[config.mk]
export PLATFORM = sky130hd
export DESIGN_NAME = base64_stream_decoder
export DESIGN_NICKNAME = d
export VERILOG_FILES = /design/src/sv/b64d_pkg.sv /design/src/sv/b64d_front.sv /design/src/sv/b64d_queue.sv /design/src/sv/b64d_back.sv /design/src/sv/base64_stream_decoder.sv
export SDC_FILE = /design/constraint.sdc
export NUM_CORES = 1
export LEC_CHECK = 0
export ABC_AREA = 1
export BUFFER_PORTS_ARGS = -buffer_cell sky130_fd_sc_hd__buf_2
export CAP_MARGIN = 10
export CELL_PAD_IN_SITES_DETAIL_PLACEMENT = 1
export CELL_PAD_IN_SITES_GLOBAL_PLACEMENT = 1
export CORE_ASPECT_RATIO = 1.5
export CORE_UTILIZATION = 45
export CTS_CLUSTER_DIAMETER = 100
export DETAILED_ROUTE_END_ITERATION = 8
export PLACE_DENSITY = 0.77
export SLEW_MARGIN = 20
export SYNTH_ARGS = -nofsm -noshare
export SYNTH_HDL_FRONTEND = slang
export SYNTH_SLANG_ARGS = --single-unit
[constraint.sdc]
create_clock -name clk -period 9.3 [get_ports clk]
set_input_delay 1.86 -clock clk [delete_from_list [all_inputs] [get_ports clk]]
set_output_delay 1.86 -clock clk [all_outputs]
set_load 0.01 [all_outputs]
[src/sv/b64d_pkg.sv]
// Shared types, constants and the character decode function for the
// Base64 stream decoder. No dependencies.
`timescale 1ns / 1ps

package b64d_pkg;

  // Sextet codes beyond the 64 alphabet values
  localparam logic [6:0] SEXTET_PAD = 7'd64;
  localparam logic [6:0] SEXTET_BAD = 7'd65;

  localparam logic [7:0] CHAR_PAD = 8'h3D;  // '='

  // Group positions
  localparam logic [1:0] PH_FIRST  = 2'd0;
  localparam logic [1:0] PH_SECOND = 2'd1;
  localparam logic [1:0] PH_THIRD  = 2'd2;
  localparam logic [1:0] PH_FOURTH = 2'd3;

  // Queue between front and back
  localparam int QDEPTH = 4;
  localparam int QPTR_W = $clog2(QDEPTH);
  localparam int QCNT_W = $clog2(QDEPTH + 1);

  // One result item
  typedef struct packed {
    logic [7:0] data_byte;
    logic       byte_valid;
    logic       is_last;
    logic       error;
  } result_t;

  // All results caused by one input item; cnt is 1 to 3
  typedef struct packed {
    result_t [2:0] ent;
    logic [1:0]    cnt;
  } record_t;

  // Queue status seen by front and back
  typedef struct packed {
    logic full;
    logic empty;
  } q_status_t;

  function automatic logic is_space(input logic [7:0] c);
    return ((c >= 8'd9) && (c <= 8'd13)) || (c == 8'd32);
  endfunction

  // Map a character to its sextet, the pad code or the bad code
  function automatic logic [6:0] sextet_of(input logic [7:0] c);
    logic [6:0] v;
    v = SEXTET_BAD;
    if (c >= "A" && c <= "Z")      v = 7'(c - 8'h41);
    else if (c >= "a" && c <= "z") v = 7'(c - 8'h61 + 8'd26);
    else if (c >= "0" && c <= "9") v = 7'(c - 8'h30 + 8'd52);
    else if (c == "+")             v = 7'd62;
    else if (c == "/")             v = 7'd63;
    else if (c == CHAR_PAD)        v = SEXTET_PAD;
    return v;
  endfunction

endpackage

[src/sv/b64d_front.sv]
// Front end: accepts characters, tracks the open group and builds the
// record of results for each character. Depends on b64d_pkg.
`timescale 1ns / 1ps

module b64d_front (
  input  logic                clk,
  input  logic                rst_n,
  input  logic                in_valid,
  output logic                in_stall,
  input  logic [7:0]          in_char,
  input  logic                in_last,
  input  b64d_pkg::q_status_t q_stat,
  output logic                push,
  output b64d_pkg::record_t   push_rec
);
  import b64d_pkg::*;

  logic [1:0]  phase_r, phase_nxt;
  logic [17:0] held_r, held_nxt;
  logic        tip_r, tip_nxt;
  logic        err_r, err_nxt;

  logic        accept;
  logic        space;
  logic [6:0]  v;
  logic [5:0]  v6;
  logic        emit;
  logic [7:0]  b0, b1, b2;
  logic [1:0]  n_emit;
  record_t     rec;
  logic        has_res;

  assign in_stall = q_stat.full;
  assign accept   = in_valid && !in_stall;

  // Classify and advance the group state
  always_comb begin
    space     = is_space(in_char);
    v         = sextet_of(in_char);
    v6        = (v > 7'd63) ? 6'd0 : v[5:0];
    phase_nxt = phase_r;
    held_nxt  = held_r;
    tip_nxt   = tip_r;
    err_nxt   = err_r;
    emit      = 1'b0;
    if (!space) begin
      unique case (phase_r)
        PH_FIRST: begin
          if (v > 7'd63) err_nxt = 1'b1;
          held_nxt = {v[5:0], 12'd0};
          tip_nxt  = 1'b0;
        end
        PH_SECOND: begin
          if (v > 7'd63) err_nxt = 1'b1;
          held_nxt = held_r | {6'd0, v[5:0], 6'd0};
        end
        PH_THIRD: begin
          if (v == SEXTET_BAD) err_nxt = 1'b1;
          tip_nxt  = (v == SEXTET_PAD);
          held_nxt = held_r | {12'd0, v6};
        end
        PH_FOURTH: begin
          if (v == SEXTET_BAD) err_nxt = 1'b1;
          emit     = !err_nxt;
          held_nxt = 18'd0;
          tip_nxt  = 1'b0;
        end
        default: ;
      endcase
      phase_nxt = phase_r + 2'd1;
    end
  end

  // Build the compacted list of bytes for a completed group
  always_comb begin
    b0     = held_r[17:10];
    b1     = held_r[9:2];
    b2     = {held_r[1:0], v6};
    n_emit = 2'd0;
    if (emit) n_emit = 2'd1 + {1'b0, !tip_r} + {1'b0, v != SEXTET_PAD};

    rec                  = '0;
    rec.ent[0].data_byte = b0;
    rec.ent[1].data_byte = tip_r ? b2 : b1;
    rec.ent[2].data_byte = b2;
    rec.ent[0].byte_valid = 1'b1;
    rec.ent[1].byte_valid = 1'b1;
    rec.ent[2].byte_valid = 1'b1;
    rec.cnt = n_emit;
    has_res = (n_emit != 2'd0);

    // End of message: error marker, tag last byte, or empty marker
    if (in_last) begin
      has_res = 1'b1;
      if (err_nxt || (phase_nxt != PH_FIRST)) begin
        rec        = '0;
        rec.cnt    = 2'd1;
        rec.ent[0].is_last = 1'b1;
        rec.ent[0].error   = 1'b1;
      end else if (n_emit != 2'd0) begin
        case (n_emit)
          2'd1:    rec.ent[0].is_last = 1'b1;
          2'd2:    rec.ent[1].is_last = 1'b1;
          default: rec.ent[2].is_last = 1'b1;
        endcase
      end else begin
        rec        = '0;
        rec.cnt    = 2'd1;
        rec.ent[0].is_last = 1'b1;
      end
    end
  end

  assign push     = accept && has_res;
  assign push_rec = rec;

  // Update group state on each transfer; clear at end of message
  always_ff @(posedge clk) begin
    if (!rst_n) begin
      phase_r <= PH_FIRST;
      held_r  <= '0;
      tip_r   <= 1'b0;
      err_r   <= 1'b0;
    end else if (accept) begin
      if (in_last) begin
        phase_r <= PH_FIRST;
        held_r  <= '0;
        tip_r   <= 1'b0;
        err_r   <= 1'b0;
      end else begin
        phase_r <= phase_nxt;
        held_r  <= held_nxt;
        tip_r   <= tip_nxt;
        err_r   <= err_nxt;
      end
    end
  end

endmodule

[src/sv/b64d_queue.sv]
// Short record queue between the front and back ends.
// Depends on b64d_pkg.
`timescale 1ns / 1ps

module b64d_queue (
  input  logic                clk,
  input  logic                rst_n,
  input  logic                push,
  input  b64d_pkg::record_t   push_rec,
  input  logic                pop,
  output b64d_pkg::record_t   head_rec,
  output b64d_pkg::q_status_t q_stat
);
  import b64d_pkg::*;

  record_t             mem [QDEPTH];
  logic [QPTR_W-1:0]   wr_ptr_r, wr_ptr_nxt;
  logic [QPTR_W-1:0]   rd_ptr_r, rd_ptr_nxt;
  logic [QCNT_W-1:0]   cnt_r, cnt_nxt;
  logic                do_push, do_pop;

  assign q_stat.full  = (cnt_r == QCNT_W'(QDEPTH));
  assign q_stat.empty = (cnt_r == '0);
  assign do_push      = push && !q_stat.full;
  assign do_pop       = pop && !q_stat.empty;
  assign head_rec     = mem[rd_ptr_r];

  // Advance pointers and occupancy
  always_comb begin
    wr_ptr_nxt = do_push ? wr_ptr_r + QPTR_W'(1) : wr_ptr_r;
    rd_ptr_nxt = do_pop ? rd_ptr_r + QPTR_W'(1) : rd_ptr_r;
    cnt_nxt    = cnt_r;
    if (do_push && !do_pop)      cnt_nxt = cnt_r + QCNT_W'(1);
    else if (!do_push && do_pop) cnt_nxt = cnt_r - QCNT_W'(1);
  end

  always_ff @(posedge clk) begin
    if (!rst_n) begin
      wr_ptr_r <= '0;
      rd_ptr_r <= '0;
      cnt_r    <= '0;
    end else begin
      wr_ptr_r <= wr_ptr_nxt;
      rd_ptr_r <= rd_ptr_nxt;
      cnt_r    <= cnt_nxt;
    end
  end

  // Store entry
  always_ff @(posedge clk) begin
    if (do_push) mem[wr_ptr_r] <= push_rec;
  end

endmodule

[src/sv/b64d_back.sv]
// Back end: unpacks queued records into result transfers, one per cycle
// while out_stall is low, from a registered output record. Depends on b64d_pkg.
`timescale 1ns / 1ps

module b64d_back (
  input  logic                clk,
  input  logic                rst_n,
  input  b64d_pkg::record_t   head_rec,
  input  b64d_pkg::q_status_t q_stat,
  output logic                pop,
  output logic                out_valid,
  input  logic                out_stall,
  output logic [7:0]          out_data_byte,
  output logic                out_byte_valid,
  output logic                out_is_last,
  output logic                out_error
);
  import b64d_pkg::*;

  record_t    cur_r;
  logic [1:0] idx_r;
  logic       cur_valid_r;
  logic       xfer;
  logic       at_end;
  result_t    sel;

  assign xfer   = cur_valid_r && !out_stall;
  assign at_end = (idx_r == cur_r.cnt - 2'd1);
  assign pop    = !q_stat.empty && (!cur_valid_r || (xfer && at_end));

  // Select the current entry
  always_comb begin
    case (idx_r)
      2'd0:    sel = cur_r.ent[0];
      2'd1:    sel = cur_r.ent[1];
      default: sel = cur_r.ent[2];
    endcase
  end

  assign out_valid      = cur_valid_r;
  assign out_data_byte  = sel.data_byte;
  assign out_byte_valid = sel.byte_valid;
  assign out_is_last    = sel.is_last;
  assign out_error      = sel.error;

  // Load the next record or advance within the current one
  always_ff @(posedge clk) begin
    if (!rst_n) begin
      cur_valid_r <= 1'b0;
      idx_r       <= '0;
    end else if (pop) begin
      cur_valid_r <= 1'b1;
      idx_r       <= '0;
    end else if (xfer) begin
      if (at_end) cur_valid_r <= 1'b0;
      else        idx_r <= idx_r + 2'd1;
    end
  end

  always_ff @(posedge clk) begin
    if (pop) cur_r <= head_rec;
  end

endmodule

[src/sv/base64_stream_decoder.sv]
// Top level of the Base64 stream decoder: front end, record queue and
// back end. Depends on b64d_pkg, b64d_front, b64d_queue, b64d_back.
//
//   channel | ports                                          | direction
//   --------+------------------------------------------------+----------
//   input   | in_valid, in_stall, in_char, in_last            | in
//   result  | out_valid, out_stall, out_data_byte,            | out
//           | out_byte_valid, out_is_last, out_error          |
//
// One character is taken per cycle while the four-entry record queue has
// room; the back end sends one result per cycle while out_stall is low, so a
// full group of three bytes gives three results, each via the queue memory
// and the back end's record register. Reset empties the queue and clears the
// group state. A stalled output fills the queue, and then in_stall rises.
`timescale 1ns / 1ps

module base64_stream_decoder (
  input  logic       clk,
  input  logic       rst_n,
  input  logic       in_valid,
  output logic       in_stall,
  input  logic [7:0] in_char,
  input  logic       in_last,
  output logic       out_valid,
  input  logic       out_stall,
  output logic [7:0] out_data_byte,
  output logic       out_byte_valid,
  output logic       out_is_last,
  output logic       out_error
);
  import b64d_pkg::*;

  q_status_t q_stat;
  record_t   push_rec;
  record_t   head_rec;
  logic      push;
  logic      pop;

  b64d_front u_front (
    .clk      (clk),
    .rst_n    (rst_n),
    .in_valid (in_valid),
    .in_stall (in_stall),
    .in_char  (in_char),
    .in_last  (in_last),
    .q_stat   (q_stat),
    .push     (push),
    .push_rec (push_rec)
  );

  b64d_queue u_queue (
    .clk      (clk),
    .rst_n    (rst_n),
    .push     (push),
    .push_rec (push_rec),
    .pop      (pop),
    .head_rec (head_rec),
    .q_stat   (q_stat)
  );

  b64d_back u_back (
    .clk            (clk),
    .rst_n          (rst_n),
    .head_rec       (head_rec),
    .q_stat         (q_stat),
    .pop            (pop),
    .out_valid      (out_valid),
    .out_stall      (out_stall),
    .out_data_byte  (out_data_byte),
    .out_byte_valid (out_byte_valid),
    .out_is_last    (out_is_last),
    .out_error      (out_error)
  );

endmodule
==> results.py <==
metrics = {
    "route": {
        "post_detailed_route_drc_marker_count": 0,
        "drt-vias-per-instance": 5.47,
        "detailroute.via_count": 5823,
        "wl_per_cell_um": 19.7,
        "starting_drt_drc_count": 339,
        "wl_um": 21000,
        "ant_nets": 0,
        "drt_pre_antenna_iters": 5,
    },
    "critical_path": {
        "critical_path_required_ps": 9620,
        "setup_crit_start_kind": "primary input",
        "critPathTopFamily": "simple AND/OR/NAND/NOR gates",
        "cp.depth": 27,
        "critPathArrivalTime_ps": 5790,
        "crit_path_max_fanout": 7,
        "timing.critical_path.buf_inv": 6,
        "worst_setup_path_category": "primary input to flip-flop",
        "end_kind": "flip-flop",
        "reg2reg_depth": 10,
        "critical_path.max_stage_delay_ps": 380,
        "critical_path.slowest_cell": "fa_1",
    },
    "sta": {
        "grt_setup_unrepaired": "no",
        "worst_slew_pin_slew_ps": 1020,
        "fmax_ghz": 0.183,
        "relSlewSlack": 0.316,
        "setup_tns_ps": 0,
        "period_share": 0.589,
        "maxSlewViolCount": 0,
        "finalHoldViolations": 0,
        "finalClockSkew_ps": 8.23,
        "finalWorstPathRequiredPeriod_ps": 5480,
        "finalSetupViolations": 0,
    },
    "yosys": {
        "yosysWarnings": 0,
        "synth_cells": 777,
        "synth_seq_cells": 187,
        "synth_area_um2": 8470,
        "syn-mean-instance-area_um2": 10.9,
        "yosys.cell_types.count": 39,
        "synth.net_count": 811,
        "ys_seq_area_frac": 0.625,
    },
    "global_route": {
        "overflow": 0,
        "number_of_global_route_vias_before_repair": 6178,
        "grt_first_pass_wirelength_um": 33100,
        "global_route.usage.total": 0.229,
        "grt_max_degree": 53,
        "antenna_found_initial": 0,
    },
    "clock_tree": {
        "clk_tree_root_cell": "clkbuf_16",
        "numClockSinks": 187,
        "clk-insertion-delay-late_ps": 430,
        "path_clk_slew_ps": 70,
        "tritoncts": "built",
        "post-cts-setup-buffer-count": 0,
        "clockBufferDepth": 2,
        "number_of_hold_buffers_added_after_cts": 0,
        "post_cts.resized_instances": 0,
        "cts_inserted_buffers": 17,
        "htreeDepth": 4,
    },
    "die": {
        "chipHeight_um": 170,
        "floorplan.die.width_um": 114,
        "start_util": 0.458,
        "floorplan.die_area_um2": 19400,
        "core_region_area_um2": 18500,
        "placement_row_count": 61,
        "design.portCount": 26,
    },
    "cells_and_area": {
        "syn2layout_area_growth_pct": 11.1,
        "final_layout_size_suffix_gt1_frac": 0.153,
        "net_total_in_the_final_layout": 834,
        "antenna_fix_cells": 0,
        "finalCoreUtilization": 0.509,
        "register_area_um2": 5300,
        "num-fill-cells": 2044,
        "multiInputGateArea_um2": 2750,
    },
    "pwr": {
        "power_density_nw_per_um2": 261,
        "finalPower_w": 0.00245,
        "pleak_nw": 3.41,
        "vdd_ir_drop_max_mv": 0.127,
    },
    "run_status": {
        "outcome": "finished clean",
    },
    "job": {
        "drv_cap": 0,
    },
    "hold_path": {
        "worst_hold_path.num_cells": 2,
        "hp-class": "flip-flop to flip-flop",
    },
    "place": {
        "dp_hpwl_um": 14100,
        "weighted_congestion_reported_at_the_end_of_routability_driven_placement": 0.856,
        "io_buffers": 25,
    },
}
flip-flops by register name, indices dropped and copies added, names as in the netlist:
| name | flops |
|---|---|
| u_queue.mem | 124 |
| u_back.cur_r | 31 |
| u_back.idx_r | 2 |
| u_queue.wr_ptr_r | 2 |
| u_front.err_r | 1 |
| u_queue.cnt_r | 3 |
| u_front.phase_r | 2 |
| u_queue.rd_ptr_r | 2 |
| u_back.out_valid | 1 |
| u_front.tip_r | 1 |
| u_front.held_r | 18 |
cells in the final DEF (no fill, tap or decap), drive strengths merged:
master | netlist | final
xnor2 | 1 | 1
a22oi | 15 | 15
nor4 | 2 | 2
nand2 | 95 | 95
dfxtp | 32 | 32
bufinv | 0 | 3
nor3 | 2 | 2
nand3b | 1 | 1
nand4 | 8 | 8
or2 | 1 | 1
a21oi | 29 | 29
o22ai | 32 | 32
buf | 7 | 33
clkbuf | 22 | 18
inv | 71 | 71
nand3 | 32 | 32
nor2b | 1 | 1
nor2 | 147 | 147
fa | 1 | 1
clkinv | 3 | 9
xor2 | 8 | 8
clkinvlp | 0 | 4
o21ai | 89 | 89
edfxtp | 155 | 155
ha | 20 | 20
a31oi | 1 | 1
o211ai | 2 | 2
final timing paths:
path                startpoint           endpoint  slack (ps)
max                 in_char[1]   u_queue.cnt_r[2]        3820
min          u_front.held_r[3]  u_front.held_r[3]         470
max reg2reg   u_queue.cnt_r[0]   u_queue.cnt_r[1]        6510
min reg2reg  u_front.held_r[3]  u_front.held_r[3]         470
worst reg2reg max path, cell delays in order (launching register included):
cell and delay (ps):
dfxtp_1 350, or2_2 330, o21ai_0 520, inv_1 250, nand2_1 270, inv_1 70, ha_1 180, inv_1 90
fa_1 420, o21ai_0 150, nor2_1 70
per-layer routing:
layer,vias to the layer above,share of wire,track usage
met4,0,0.021,0.0836
met3,29,0.021,0.0345
met1,2958,0.38,0.240
met5,-,0,0
li1,2738,-,-
met2,98,0.58,0.450
final cells by class:
type,count,area share
clock inverter,13,0.0161
clock buffer,18,0.0456
timing repair buffer,33,0.0197
inverter,74,0.0301
multi-input combinational,487,0.292
sequential,187,0.563
tap,252,0.0335
logic make-up (layout without fill, tap and decap cells):
family                     Yosys count  in the layout  synth area share
DFF                                187            187             0.625
AOI/OAI and AO/OA                  168            168             0.111
and+or+nand+nor                    289            289             0.170
xor gates and xnor gates             9              9           0.00931
adders and majority gates           21             21            0.0319
buffers and inverters              103            138            0.0514
synthesized netlist by cell type:
master      n  area (um2)
inv_1      67         251
nor3_1      2        10.0
nand3_1    27         135
xor2_1      8        70.1
or2_2       1        6.26
fa_1        1        20.0
nand4_1     8        50.1
nor2_4     21         236
o211ai_1    2        15.0
buf_12      2        40.0
inv_2       4        15.0
nand2_4     4        45.0
o22ai_1    32         200
nor2_2      4        25.0
buf_1       2        7.51
clkbuf_1   22        82.6
nand3_4     1        17.5
clkinv_1    2        7.51
buf_4       3        22.5
edfxtp_1  155        4650
clkinv_4    1        8.76
a21oi_2     2        17.5
o21ai_0    83         415
nand3_2     4        40.0
nor4_1      1        6.26
a22oi_1    15         113
o21ai_1     3        15.0
a31oi_1     1        6.26
nand3b_4    1        20.0
nor4_2      1        12.5
xnor2_1     1        8.76
nor2b_4     1        13.8
o21ai_2     3        26.3
nand2_1    81         304
ha_1       20         250
nor2_1    122         458
dfxtp_1    32         641
a21oi_1    27         135
nand2_2    10        62.6
report_power, final:
| part | internal, W | total [W] | switching, W | leakage [nW] |
|---|---|---|---|---|
| Clock | 0.000418 | 0.000720 | 0.000301 | 0.273 |
| Sequential | 0.00107 | 0.00112 | 0.0000509 | 1.77 |
| Combinational | 0.000181 | 0.000618 | 0.000437 | 1.36 |
stage by stage:
step                area [um2]  instances  hold WS (ps)  setup WS (ps)
finish                    9410       1064           471           3820
detailed placement        8820       1033           464           3310
global route              9410       1064           504           3350
global placement          8820       1033           445           3560
floorplan                 8470        777           431           3530
CTS                       9410       1064           474           3780
(Power assumes the default switching activity.)
